**src/hdl/assert_macros.svh**
```systemverilog
// Assertion macros for the RTL modules; the datapath module uses them.
`ifndef ASSERT_MACROS_SVH
`define ASSERT_MACROS_SVH

// Plain property check, masked while reset is asserted.
`define PRCM_ASSERT(name, clk, rstn, prop, msg) \
  name: assert property (@(posedge clk) disable iff (!rstn) (prop)) \
    else $error(msg);

// Same-cycle implication.
`define PRCM_ASSERT_IMPL(name, clk, rstn, ante, cons, msg) \
  `PRCM_ASSERT(name, clk, rstn, (ante) |-> (cons), msg)

`endif

```
**src/hdl/prcm_pkg.sv**
```systemverilog
// Types and constants for the page reference count mapper.
`timescale 1ns / 1ps

package prcm_pkg;

  localparam int unsigned LOG_W     = 5;
  localparam int unsigned OFFS_W    = 24;
  localparam int unsigned LEN_W     = 16;
  localparam int unsigned IDX_W     = 12;
  localparam int unsigned CNT_OUT_W = 16;
  // page numbers stay below (2^24 + 2^17) >> 12, so one bit over the output index
  localparam int unsigned PAGE_W    = 13;
  localparam int unsigned SUM_W     = 26;

  localparam logic [LOG_W-1:0] LOG_MIN   = 5'd12;
  localparam logic [LOG_W-1:0] LOG_MAX   = 5'd16;
  localparam logic [LOG_W-1:0] LOG_RESET = 5'd12;

  localparam logic CMD_REF = 1'b0;
  localparam logic CMD_REL = 1'b1;

  localparam logic [1:0] CHG_NONE  = 2'd0;
  localparam logic [1:0] CHG_MAP   = 2'd1;
  localparam logic [1:0] CHG_UNMAP = 2'd2;

  localparam logic [1:0] STS_OK    = 2'd0;
  localparam logic [1:0] STS_RANGE = 2'd1;
  localparam logic [1:0] STS_SAT   = 2'd2;
  localparam logic [1:0] STS_ZERO  = 2'd3;

  typedef struct packed {
    logic clr_step;
    logic load_item;
    logic setup;
    logic emit_page;
    logic emit_empty;
  } prcm_cmd_t;

  typedef struct packed {
    logic clr_done;
    logic span_empty;
    logic last_page;
    logic out_free;
  } prcm_sts_t;

endpackage

```
**src/hdl/prcm_ram.sv**
```systemverilog
// Generic single write port RAM with registered read.
`timescale 1ns / 1ps

module prcm_ram #(
  parameter int unsigned WIDTH = 16,
  parameter int unsigned DEPTH = 256
) (
  input  logic                     clk_i,
  input  logic                     we_i,
  input  logic [$clog2(DEPTH)-1:0] waddr_i,
  input  logic [WIDTH-1:0]         wdata_i,
  input  logic [$clog2(DEPTH)-1:0] raddr_i,
  output logic [WIDTH-1:0]         rdata_o
);

  logic [WIDTH-1:0] mem_q [DEPTH];
  logic [WIDTH-1:0] rdata_q;

  always_ff @(posedge clk_i) begin
    if (we_i) begin
      mem_q[waddr_i] <= wdata_i;
    end
    rdata_q <= mem_q[raddr_i];
  end

  assign rdata_o = rdata_q;

endmodule

```
**src/hdl/prcm_ctrl.sv**
```systemverilog
// Controller FSM: clear pass, item setup and per-page read/update sequencing.
`timescale 1ns / 1ps

module prcm_ctrl (
  input  logic                clk_i,
  input  logic                rst_ni,
  input  logic                in_valid_i,
  output logic                in_stall_o,
  input  prcm_pkg::prcm_sts_t sts_i,
  output prcm_pkg::prcm_cmd_t cmd_o
);

  typedef enum logic [2:0] {
    S_CLEAR,
    S_IDLE,
    S_SETUP,
    S_CHECK,
    S_READ,
    S_CALC,
    S_EMPTY
  } state_e;

  state_e state_q, state_d;
  logic   in_stall_q;

  always_comb begin
    state_d = state_q;
    cmd_o   = '0;
    unique case (state_q)
      S_CLEAR: begin
        cmd_o.clr_step = 1'b1;
        if (sts_i.clr_done) state_d = S_IDLE;
      end
      S_IDLE: begin
        if (in_valid_i) begin
          cmd_o.load_item = 1'b1;
          state_d         = S_SETUP;
        end
      end
      S_SETUP: begin
        cmd_o.setup = 1'b1;
        state_d     = S_CHECK;
      end
      S_CHECK: begin
        state_d = sts_i.span_empty ? S_EMPTY : S_READ;
      end
      S_READ: begin
        // count word lands in the read register for the next cycle
        state_d = S_CALC;
      end
      S_CALC: begin
        if (sts_i.out_free) begin
          cmd_o.emit_page = 1'b1;
          state_d         = sts_i.last_page ? S_IDLE : S_READ;
        end
      end
      S_EMPTY: begin
        if (sts_i.out_free) begin
          cmd_o.emit_empty = 1'b1;
          state_d          = S_IDLE;
        end
      end
      default: state_d = S_CLEAR;
    endcase
  end

  always_ff @(posedge clk_i or negedge rst_ni) begin
    if (!rst_ni) begin
      state_q    <= S_CLEAR;
      in_stall_q <= 1'b1;
    end else begin
      state_q    <= state_d;
      in_stall_q <= (state_d != S_IDLE);
    end
  end

  assign in_stall_o = in_stall_q;

endmodule

```
**src/hdl/prcm_dp.sv**
```systemverilog
// Datapath: config register, span math, count memory and output register.
`timescale 1ns / 1ps
`include "assert_macros.svh"

module prcm_dp #(
  parameter int unsigned NUM_PAGES  = 256,
  parameter int unsigned COUNT_BITS = 16
) (
  input  logic                                 clk_i,
  input  logic                                 rst_ni,
  input  logic                                 cfg_we_i,
  input  logic [prcm_pkg::LOG_W-1:0]           cfg_wdata_i,
  input  logic                                 command_i,
  input  logic [prcm_pkg::OFFS_W-1:0]          byte_offset_i,
  input  logic [prcm_pkg::LEN_W-1:0]           byte_length_i,
  input  prcm_pkg::prcm_cmd_t                  cmd_i,
  output prcm_pkg::prcm_sts_t                  sts_o,
  output logic                                 out_valid_o,
  input  logic                                 out_stall_i,
  output logic [prcm_pkg::IDX_W-1:0]           page_index_o,
  output logic [prcm_pkg::CNT_OUT_W-1:0]       new_count_o,
  output logic [1:0]                           map_change_o,
  output logic                                 touched_o,
  output logic [1:0]                           status_o,
  output logic                                 last_of_run_o
);

  localparam int unsigned ADDR_W = $clog2(NUM_PAGES);
  localparam int unsigned PAGE_W = prcm_pkg::PAGE_W;
  localparam int unsigned SUM_W  = prcm_pkg::SUM_W;
  localparam logic [COUNT_BITS-1:0] CNT_MAX = {COUNT_BITS{1'b1}};

  logic [prcm_pkg::LOG_W-1:0]  lg_q;
  logic [prcm_pkg::LOG_W-1:0]  lg_eff;
  logic                        cmd_q;
  logic [prcm_pkg::OFFS_W-1:0] offs_q;
  logic [prcm_pkg::LEN_W-1:0]  len_q;
  logic [PAGE_W-1:0]           p_q, end_q;
  logic [PAGE_W-1:0]           first_d, end_d;
  logic [SUM_W-1:0]            span_top;
  logic [ADDR_W-1:0]           clr_q;

  logic                  ram_we;
  logic [ADDR_W-1:0]     ram_waddr;
  logic [COUNT_BITS-1:0] ram_wdata;
  logic [COUNT_BITS-1:0] ram_rdata;

  logic                  in_range;
  logic [COUNT_BITS-1:0] cnt_new;
  logic [1:0]            chg_new;
  logic [1:0]            sts_new;

  logic                           out_valid_q;
  logic                           out_free;
  logic [prcm_pkg::IDX_W-1:0]     page_index_q;
  logic [prcm_pkg::CNT_OUT_W-1:0] new_count_q;
  logic [1:0]                     map_change_q;
  logic                           touched_q;
  logic [1:0]                     status_q;
  logic                           last_q;

  // out-of-range settings clamp to the nearest legal page size
  always_comb begin
    priority if (lg_q < prcm_pkg::LOG_MIN) lg_eff = prcm_pkg::LOG_MIN;
    else if (lg_q > prcm_pkg::LOG_MAX)     lg_eff = prcm_pkg::LOG_MAX;
    else                                   lg_eff = lg_q;
  end

  assign span_top = SUM_W'(offs_q) + SUM_W'(len_q)
                  + ((SUM_W'(1) << lg_eff) - SUM_W'(1));
  assign end_d    = PAGE_W'(span_top >> lg_eff);
  assign first_d  = PAGE_W'(offs_q >> lg_eff);

  always_ff @(posedge clk_i or negedge rst_ni) begin
    if (!rst_ni) begin
      lg_q  <= prcm_pkg::LOG_RESET;
      clr_q <= '0;
    end else begin
      if (cfg_we_i)      lg_q  <= cfg_wdata_i;
      if (cmd_i.clr_step) clr_q <= clr_q + 1'b1;
    end
  end

  always_ff @(posedge clk_i) begin
    if (cmd_i.load_item) begin
      cmd_q  <= command_i;
      offs_q <= byte_offset_i;
      len_q  <= byte_length_i;
    end
    if (cmd_i.setup) begin
      p_q   <= first_d;
      end_q <= end_d;
    end else if (cmd_i.emit_page) begin
      p_q <= p_q + 1'b1;
    end
  end

  assign in_range = (p_q < PAGE_W'(NUM_PAGES));

  always_comb begin
    cnt_new = ram_rdata;
    chg_new = prcm_pkg::CHG_NONE;
    sts_new = prcm_pkg::STS_OK;
    if (!in_range) begin
      cnt_new = '0;
      sts_new = prcm_pkg::STS_RANGE;
    end else if (cmd_q == prcm_pkg::CMD_REF) begin
      if (ram_rdata == CNT_MAX) begin
        sts_new = prcm_pkg::STS_SAT;
      end else begin
        cnt_new = ram_rdata + 1'b1;
        if (ram_rdata == '0) chg_new = prcm_pkg::CHG_MAP;
      end
    end else begin
      if (ram_rdata == '0) begin
        sts_new = prcm_pkg::STS_ZERO;
      end else begin
        cnt_new = ram_rdata - 1'b1;
        if (ram_rdata == COUNT_BITS'(1)) chg_new = prcm_pkg::CHG_UNMAP;
      end
    end
  end

  assign ram_we    = cmd_i.clr_step || (cmd_i.emit_page && in_range);
  assign ram_waddr = cmd_i.clr_step ? clr_q : p_q[ADDR_W-1:0];
  assign ram_wdata = cmd_i.clr_step ? '0 : cnt_new;

  prcm_ram #(
    .WIDTH (COUNT_BITS),
    .DEPTH (NUM_PAGES)
  ) u_count_ram (
    .clk_i   (clk_i),
    .we_i    (ram_we),
    .waddr_i (ram_waddr),
    .wdata_i (ram_wdata),
    .raddr_i (p_q[ADDR_W-1:0]),
    .rdata_o (ram_rdata)
  );

  // output word register
  assign out_free = !out_valid_q || !out_stall_i;

  always_ff @(posedge clk_i or negedge rst_ni) begin
    if (!rst_ni) begin
      out_valid_q <= 1'b0;
    end else if (cmd_i.emit_page || cmd_i.emit_empty) begin
      out_valid_q <= 1'b1;
    end else if (!out_stall_i) begin
      out_valid_q <= 1'b0;
    end
  end

  always_ff @(posedge clk_i) begin
    if (cmd_i.emit_page) begin
      page_index_q <= p_q[prcm_pkg::IDX_W-1:0];
      new_count_q  <= prcm_pkg::CNT_OUT_W'(cnt_new);
      map_change_q <= chg_new;
      touched_q    <= 1'b1;
      status_q     <= sts_new;
      last_q       <= (PAGE_W'(p_q + 1'b1) == end_q);
    end else if (cmd_i.emit_empty) begin
      page_index_q <= '0;
      new_count_q  <= '0;
      map_change_q <= prcm_pkg::CHG_NONE;
      touched_q    <= 1'b0;
      status_q     <= prcm_pkg::STS_OK;
      last_q       <= 1'b1;
    end
  end

  assign sts_o.clr_done   = (clr_q == ADDR_W'(NUM_PAGES - 1));
  assign sts_o.span_empty = (end_q <= p_q);
  assign sts_o.last_page  = (PAGE_W'(p_q + 1'b1) == end_q);
  assign sts_o.out_free   = out_free;

  assign out_valid_o   = out_valid_q;
  assign page_index_o  = page_index_q;
  assign new_count_o   = new_count_q;
  assign map_change_o  = map_change_q;
  assign touched_o     = touched_q;
  assign status_o      = status_q;
  assign last_of_run_o = last_q;

  `PRCM_ASSERT_IMPL(a_load_when_free, clk_i, rst_ni, cmd_i.emit_page || cmd_i.emit_empty, out_free, "output word overwritten")
  `PRCM_ASSERT_IMPL(a_wr_in_range, clk_i, rst_ni, ram_we && !cmd_i.clr_step, p_q < PAGE_W'(NUM_PAGES), "count write past table")
  `PRCM_ASSERT_IMPL(a_map_is_one, clk_i, rst_ni, out_valid_q && map_change_q == prcm_pkg::CHG_MAP, new_count_q == prcm_pkg::CNT_OUT_W'(1) && status_q == prcm_pkg::STS_OK, "map request without count of one")
  `PRCM_ASSERT_IMPL(a_unmap_is_zero, clk_i, rst_ni, out_valid_q && map_change_q == prcm_pkg::CHG_UNMAP, new_count_q == '0 && status_q == prcm_pkg::STS_OK, "unmap request without count of zero")

endmodule

```
**src/hdl/page_range_refcount_mapper.sv**
```systemverilog
// Top level: per-page reference count table driven by byte ranges.
// The first result word is loaded from the calc state, after setup, check and read;
// an empty span emits its word from the empty state instead. Each page is read, then updated;
// a new input is taken only back in idle; a stalled output holds the page update.
// Reset: counts cleared by a pass over all NUM_PAGES entries, input stalled meanwhile;
// log_page_size resets to 12 and is writable during the pass.
`timescale 1ns / 1ps

module page_range_refcount_mapper #(
  parameter int unsigned NUM_PAGES  = 256,
  parameter int unsigned COUNT_BITS = 16
) (
  input  logic                           clk_i,
  input  logic                           rst_ni,
  input  logic                           cfg_we_i,
  input  logic [prcm_pkg::LOG_W-1:0]     cfg_wdata_i,
  input  logic                           in_valid_i,
  output logic                           in_stall_o,
  input  logic                           command_i,
  input  logic [prcm_pkg::OFFS_W-1:0]    byte_offset_i,
  input  logic [prcm_pkg::LEN_W-1:0]     byte_length_i,
  output logic                           out_valid_o,
  input  logic                           out_stall_i,
  output logic [prcm_pkg::IDX_W-1:0]     page_index_o,
  output logic [prcm_pkg::CNT_OUT_W-1:0] new_count_o,
  output logic [1:0]                     map_change_o,
  output logic                           touched_o,
  output logic [1:0]                     status_o,
  output logic                           last_of_run_o
);

  prcm_pkg::prcm_cmd_t cmd;
  prcm_pkg::prcm_sts_t sts;

  prcm_ctrl u_ctrl (
    .clk_i      (clk_i),
    .rst_ni     (rst_ni),
    .in_valid_i (in_valid_i),
    .in_stall_o (in_stall_o),
    .sts_i      (sts),
    .cmd_o      (cmd)
  );

  prcm_dp #(
    .NUM_PAGES  (NUM_PAGES),
    .COUNT_BITS (COUNT_BITS)
  ) u_dp (
    .clk_i         (clk_i),
    .rst_ni        (rst_ni),
    .cfg_we_i      (cfg_we_i),
    .cfg_wdata_i   (cfg_wdata_i),
    .command_i     (command_i),
    .byte_offset_i (byte_offset_i),
    .byte_length_i (byte_length_i),
    .cmd_i         (cmd),
    .sts_o         (sts),
    .out_valid_o   (out_valid_o),
    .out_stall_i   (out_stall_i),
    .page_index_o  (page_index_o),
    .new_count_o   (new_count_o),
    .map_change_o  (map_change_o),
    .touched_o     (touched_o),
    .status_o      (status_o),
    .last_of_run_o (last_of_run_o)
  );

endmodule

```
**config.mk**
```make
export PLATFORM = sky130hd
export DESIGN_NAME = page_range_refcount_mapper
export DESIGN_NICKNAME = d
export VERILOG_FILES = /design/src/hdl/prcm_pkg.sv /design/src/hdl/prcm_ram.sv /design/src/hdl/prcm_ctrl.sv /design/src/hdl/prcm_dp.sv /design/src/hdl/page_range_refcount_mapper.sv
export VERILOG_INCLUDE_DIRS = /design/src /design/src/hdl
export SDC_FILE = /design/constraint.sdc
export NUM_CORES = 2
export LEC_CHECK = 0
export ABC_AREA = 0
export BUFFER_PORTS_ARGS = -buffer_cell sky130_fd_sc_hd__buf_2
export CORE_ASPECT_RATIO = 0.75
export CORE_MARGIN = 2
export CORE_UTILIZATION = 50
export DETAILED_ROUTE_END_ITERATION = 16
export GPL_ROUTABILITY_DRIVEN = 0
export PLACE_DENSITY_LB_ADDON = 0.1
export RECOVER_POWER = 50
export SYNTH_ARGS = -nofsm -noshare
export SYNTH_HDL_FRONTEND = slang
export SYNTH_HIERARCHICAL = 1
export SYNTH_SLANG_ARGS = --single-unit
```
**constraint.sdc**
```tcl
create_clock -name clk_i -period 13.55 [get_ports clk_i]
set_clock_uncertainty 0.05 [all_clocks]
set_input_delay 0.6775 -clock clk_i [delete_from_list [all_inputs] [get_ports clk_i]]
set_output_delay 0.6775 -clock clk_i [all_outputs]
set_load 0.05 [all_outputs]
```
---- Yosys cells after proc, flatten, opt, wreduce, memory -nomap -nowiden ----
Memory sizes are Yosys's and may differ from the RTL's. A register that Yosys moved wholly into a read port is not among the register bits.
Index checks and enable logic that the tools add are counted.
operators by class
  $add $sub $neg .......................... 7
  reduce and logical (&&, ||, !) cells .... 10
  order comparisons ....................... 4
  eq/ne operators ......................... 12
  shift operators ......................... 3
  muxes and demuxes ....................... 47
operators with widths
  kind                   count
  $mux 16                7
  $add 26x26->26         1
  $mux 13                2
  $mux 2                 13
  $shl 1x5->26 const A   1
  $shr 26x5->13          1
  $sub 26x1->26 const B  1
  $add 24x16->25         1
  $mux 12                2
  $shr 24x5->13          1
  $pmux 3 s7             1
  $add 16x1->16 const B  1
  $eq 16x1->1 const B    1
  $eq 16x16->1 const B   1
  $logic_not 16->1       1
  $sub 16x1->16 const B  1
  $mux 3                 5
  $mux 1                 14
  $add 13x1->13 const B  1
  $eq 13x13->1           1
  $le 13x13->1           1
  $lt 13x9->1 const B    1
  $mux 5                 2
  $eq 3x3->1 const B     3
  other kinds (14)       19
storage, ports and cells
  memories ................................ 1
  bits of input ports ..................... 51
  output and inout port bits .............. 36
  logic and storage cells ................. 100
  register bits after elaboration ......... 119
  bits in writable memories ............... 4096
memories
  name                    words  bits a word  rd ports  clocked after Yosys merged registers in  write ports  RTL line        text
  u_dp.u_count_ram.mem_q  256    16           1         1                                        1            prcm_ram.sv:16  logic [WIDTH-1:0] mem_q [DEPTH];

---- Longest topological paths before layout ----
  depth after elaboration ................. 8
  depth in mapped cells ................... 17
  gate-level depth less buffers ........... 15

---- By module ----
Netlist, hierarchy kept.
by module, submodules not included
  module     area each (um2)  seq. area each (um2)  cells each  times used
  prcm_ram   158714.7         123318.3              7360        1
  prcm_dp    8519.4           3375.7                886         1
  prcm_ctrl  267.8            101.3                 32          1

---- Least setup slack after synthesis ----
OpenSTA, ideal clock, no wires.
  path type ............................... register -> register
  start ................................... register u_dp.u_count_ram.rdata_q[0], in the netlist u_dp/u_count_ram/rdata_o[0], read port of u_dp.u_count_ram.mem_q
  end ..................................... memory u_dp.u_count_ram.mem_q[0][0], data pin
  data arrival time ....................... 11222 ps
  library setup time ...................... 2096 ps
  cell stages (with the launch flop) ...... 8
  data required time ...................... 11404 ps
  buffers on the path ..................... 0
  period minus slack after synthesis ...... 13368 ps
  slack ................................... 182 ps
  cell sequence ........................... dfxtp_1 > ha_1 > inv_1 > nor4_1 > nand3_1 > o21ai_0 > xnor2_1 > nor3_1
between the ends
  word-level cells in the longest chain between the ends .. 5
  elaborated cells on any way between the ends .. 9
  classes of those cells .................. add/sub (2); eq/ne (1); mux (5); reduce/logical (1)
RTL lines
  element                                      RTL line                        text
  from (decl)                                  prcm_ram.sv:17                  logic [WIDTH-1:0] rdata_q;
  $add 16x1->16, or another cell as far along  prcm_dp.sv:111                  cnt_new = ram_rdata + 1'b1;
  $mux 16, on equally long branches            prcm_dp.sv:108, prcm_dp.sv:115
  $mux 16 (*)                                  prcm_dp.sv:107                  end else if (cmd_q == prcm_pkg::CMD_REF) begin
  $mux 16 (*)                                  prcm_dp.sv:104                  if (!in_range) begin
  $mux 16 (*)                                  prcm_dp.sv:126                  assign ram_wdata = cmd_i.clr_step ? '0 : cnt_new;
  named net u_dp.ram_wdata[0]                  prcm_dp.sv:45                   logic [COUNT_BITS-1:0] ram_wdata;
  to (decl)                                    prcm_ram.sv:16
Mark *: on every way through the listed nets, which the timed path passes. The rest lies on a longest branch.

---- Worst setup path in the final report ----
  start ................................... register u_dp.u_count_ram.rdata_q[2], in the netlist u_dp/u_count_ram/rdata_o[2], read port of u_dp.u_count_ram.mem_q
  end ..................................... memory u_dp.u_count_ram.mem_q[33][15], data pin
Same word-level chain as after synthesis.

==> flow_metrics.py <==
metrics = {
    "clock_network": {
        "worst_setup_hold_path_clk_slew_ns": 0.07,
        "cts_post_setup_buffers_inserted": 0,
        "tritoncts": "built",
        "clockRootBuffer": "clkbuf_16",
        "clock_sink_count": 4231,
        "htreeDepth": 5,
        "tritoncts.num_buffers": 415,
        "clock_tree.buffer_depth": 4,
        "clk-insertion-delay-late_ns": 0.94,
    },
    "floorplan": {
        "dieArea_mm2": 0.3397,
        "pin_count": 87,
        "initial_utilization_pct": 50.11,
        "die-width_um": 672.3,
        "floorplan.core_area_mm2": 0.3343,
        "die_h_um": 505.3,
        "floorplan.rows": 184,
    },
    "synthesis": {
        "synth.distinct_cells": 89,
        "postSynthAreaPerCell_um2": 20.23,
        "postSynth.asyncResetShare_pct": 0.4254,
        "netlist_instances": 8278,
        "synth_largest_type_area_fraction_pct": 75.22,
        "yosysMostFrequentCell": "edfxtp_1",
        "synth-edff-count": 4196,
        "ys.warnings.count": 6,
        "synth_top_flop_cell": "edfxtp_1",
        "yosys_register_bits": 4231,
        "seq_area_frac_synth_pct": 75.70,
        "yosys-top-cells-area": "edfxtp_1 (75%), mux4_2 (11%), mux2i_1 (3.5%), o221ai_1 (1.3%), nor2_1 (0.90%)",
        "post-synth-top-area-cell": "edfxtp_1",
        "synth_top_cells_by_count": "edfxtp_1 (4196), mux4_2 (797), mux2i_1 (581), nor2_1 (401), clkbuf_1 (258)",
        "syn-cell-area_mm2": 0.1675,
    },
    "grt": {
        "maximum_number_of_pins_on_one_net_before_global_route_repair": 208,
        "global_route.overflow_total": 0,
        "antenna_violations_before_repair": 23,
        "grt_pass1_vias": 84624,
        "wire_length_of_the_first_global_routing_pass_um": 654100,
        "gr-usage-all-layers_pct": 27.31,
    },
    "final_layout": {
        "final_nets": 8940,
        "syn_to_final_growth_pct": 12.07,
        "filler_cell_count": 25263,
        "drive_gt1_share_pct": 21.06,
        "postLayoutCellArea_mm2": 0.1877,
    },
    "power_and_ir_drop": {
        "vdd_ir_drop_max_mv": 0.1475,
        "power_frac_comb_pct": 27.7,
        "finalPower_mw": 36.56,
        "switching_power_mw": 11.62,
        "netSwitchingFraction_pct": 31.79,
        "cell_internal_pwr_mw": 24.94,
        "power_density_mw_per_mm2": 194.8,
        "leakage_power_figure_nw": 58.89,
        "seqPwrFrac_pct": 41.1,
        "power.clock.fraction_pct": 31.2,
    },
    "critical_path": {
        "critical_path_arrival_ns": 9.67,
        "worst_ep_required_time_ns": 14.06,
        "timing.setup.critical_path_class": "register to register",
        "critPathMaxFanout": 94,
        "setup.worst_path.end_class": "register",
        "cp-start-kind": "register",
        "slack_of_the_worst_reg_to_reg_path_ns": 4.39,
    },
    "routing": {
        "drt_wl_total_um": 468300,
        "route.detailed.wl_per_inst_um": 34.43,
        "route.detailed.vias_per_inst": 6.412,
        "via_count": 87229,
        "drc": 0,
        "drt_first_pass_iters": 6,
        "drt_iter0_drc": 11758,
        "postRouteAntennaNets": 0,
    },
    "place": {
        "placement.cell_area_mm2": 0.1749,
        "port-buffer-count": 86,
        "dp_hpwl_um": 274300,
    },
    "outcome": {
        "run_status": "finished with violations",
        "failed_checks": "max-capacitance violations, max-slew violations",
    },
    "sta": {
        "final-max-slew-violation-count": 2287,
        "timing.final.crit_period_ns": 9.157,
        "timing.final.hold_violations": 0,
        "timing.setup.tns_ns": 0,
        "setup_repair_after_global_routing_missed_its_margin": "no",
        "finalCritPeriodShare_pct": 67.58,
        "clock.fmax_mhz": 109.2,
        "worst_pin_slew_ns": 5.181,
        "finalSetupViolations": 0,
        "max_slew_headroom_pct": -245.4,
    },
    "flow_run": {
        "drv_cap": 80,
    },
    "min_path": {
        "timing.hold.worst.class": "input pin to register",
    },
}
registers in the layout, summed over array words and instances, names as in the netlist, 5 cells and up:
signal and count:
u_dp/clr_q 8, u_dp/end_q 13, u_dp/len_q 16, u_dp/lg_q 5
u_dp/new_count_o 16, u_dp/offs_q 24, u_dp/p_q 13, u_dp/page_index_o 12
u_dp/u_count_ram/mem_q 4096, u_dp/u_count_ram/rdata_o 16
final cells by class:
type	count	area [um2]	area share (%)
Sequential cell	4231	126800	67.54
Multi-Input combinational cell	3450	37910	20.19
Clock buffer	491	10870	5.789
Tap cell	4464	5585	2.975
Timing Repair Buffer	574	3627	1.932
Clock inverter	267	2452	1.306
Inverter	124	478.0	0.2546
Antenna cell	3	7.507	0.003999
timing repair:
item,in CTS,in global routing
hold buffers,51,0
endpoints found under the hold margin,64,0
gates resized for setup,0,0
worst max-delay path, stage by stage (launching register included):
cell,delay [ns]
dfxtp_1,0.58
nand4_1,0.27
nor4_1,0.71
a31oi_1,0.56
a221o_1,0.58
nor2_1,1.58
clkbuf_1,2.43
buf_4,0.87
buf_4,0.83
layer usage:
layer	up-vias	part of all wire, %	GRT usage, %
met2	4381	44	39.73
met5	-	0.0028	0
met4	2	2.7	6.600
li1	35579	-	-
met3	624	11	7.119
met1	46643	42	41.52
cell families (layout without fill, tap and decap cells):
kind of cell	Yosys count	count (layout)	synth area share (%)
other cells	2	23	0.004484
simple gates	838	838	2.334
mux	1475	1475	14.84
buf+inv	615	1456	1.978
xor+xnor	60	60	0.3137
fa+ha+maj	93	93	0.7664
flops	4231	4231	75.70
compound gates	964	964	4.066
cells in the final DEF, fill, tap and decap left out, types with 24 or more instances in the layout:
cell type      instances
a211oi_1              33
a21oi_1              209
a221oi_1              33
a22o_1                33
a22oi_1               45
buf_2                 49
buf_4                239
bufinv_16             40
clkbuf_1             285
clkbuf_16            420
clkinv_1             102
clkinv_2              78
dlygate4sd3_1         51
edfxtp_1            4196
ha_1                  77
inv_1                121
mux2_2                97
mux2i_1              581
mux4_2               797
nand2_1              112
nand3_1               54
nand4_1               42
nor2_1               322
nor2_2                58
nor3_1                83
nor4_1                25
o21ai_0               69
o221ai_1             254
o22ai_1              153
xnor2_1               36
xor2_1                24
power groups by stage:
stage / logic, mW / clock network (mW) / registers, mW
floorplan: 6.52 / 0 / 15.3
global placement: 10.1 / 0 / 15.2
detailed placement: 10.1 / 0 / 15.3
CTS: 10.2 / 11.6 / 15.0
global route: 10.7 / 12.1 / 15.0
finish: 10.1 / 11.4 / 15.0
stage by stage:
stage | util (%) | hold slack [ns] | setup WS, ns | cells
floorplan | - | 0.3319 | 0.1823 | 8296
global placement | 52.31 | 0.4016 | 7.371 | 12790
detailed placement | 52.31 | 0.4054 | 7.363 | 12791
CTS | 56.45 | 0.003848 | 7.301 | 13600
global route | 56.16 | 0.06715 | 3.862 | 13602
finish | 56.16 | 0.04433 | 4.393 | 13604
path summary, 6_finish.rpt:
path,cells past startpoint,start,endpoint
setup / recovery,8,u_dp/u_count_ram/rdata_o[2],u_dp/u_count_ram/mem_q[33][15]
hold reg to reg,1,u_dp/touched_o,u_dp/touched_o
max in group asynchronous,2,rst_ni,u_dp/lg_q[4]
min in group asynchronous,2,rst_ni,u_dp/clr_q[1]
setup reg to reg,8,u_dp/u_count_ram/rdata_o[2],u_dp/u_count_ram/mem_q[33][15]
hold / removal,3,in_valid_i,u_ctrl/state_q[1]
(Power assumes the default switching activity.)
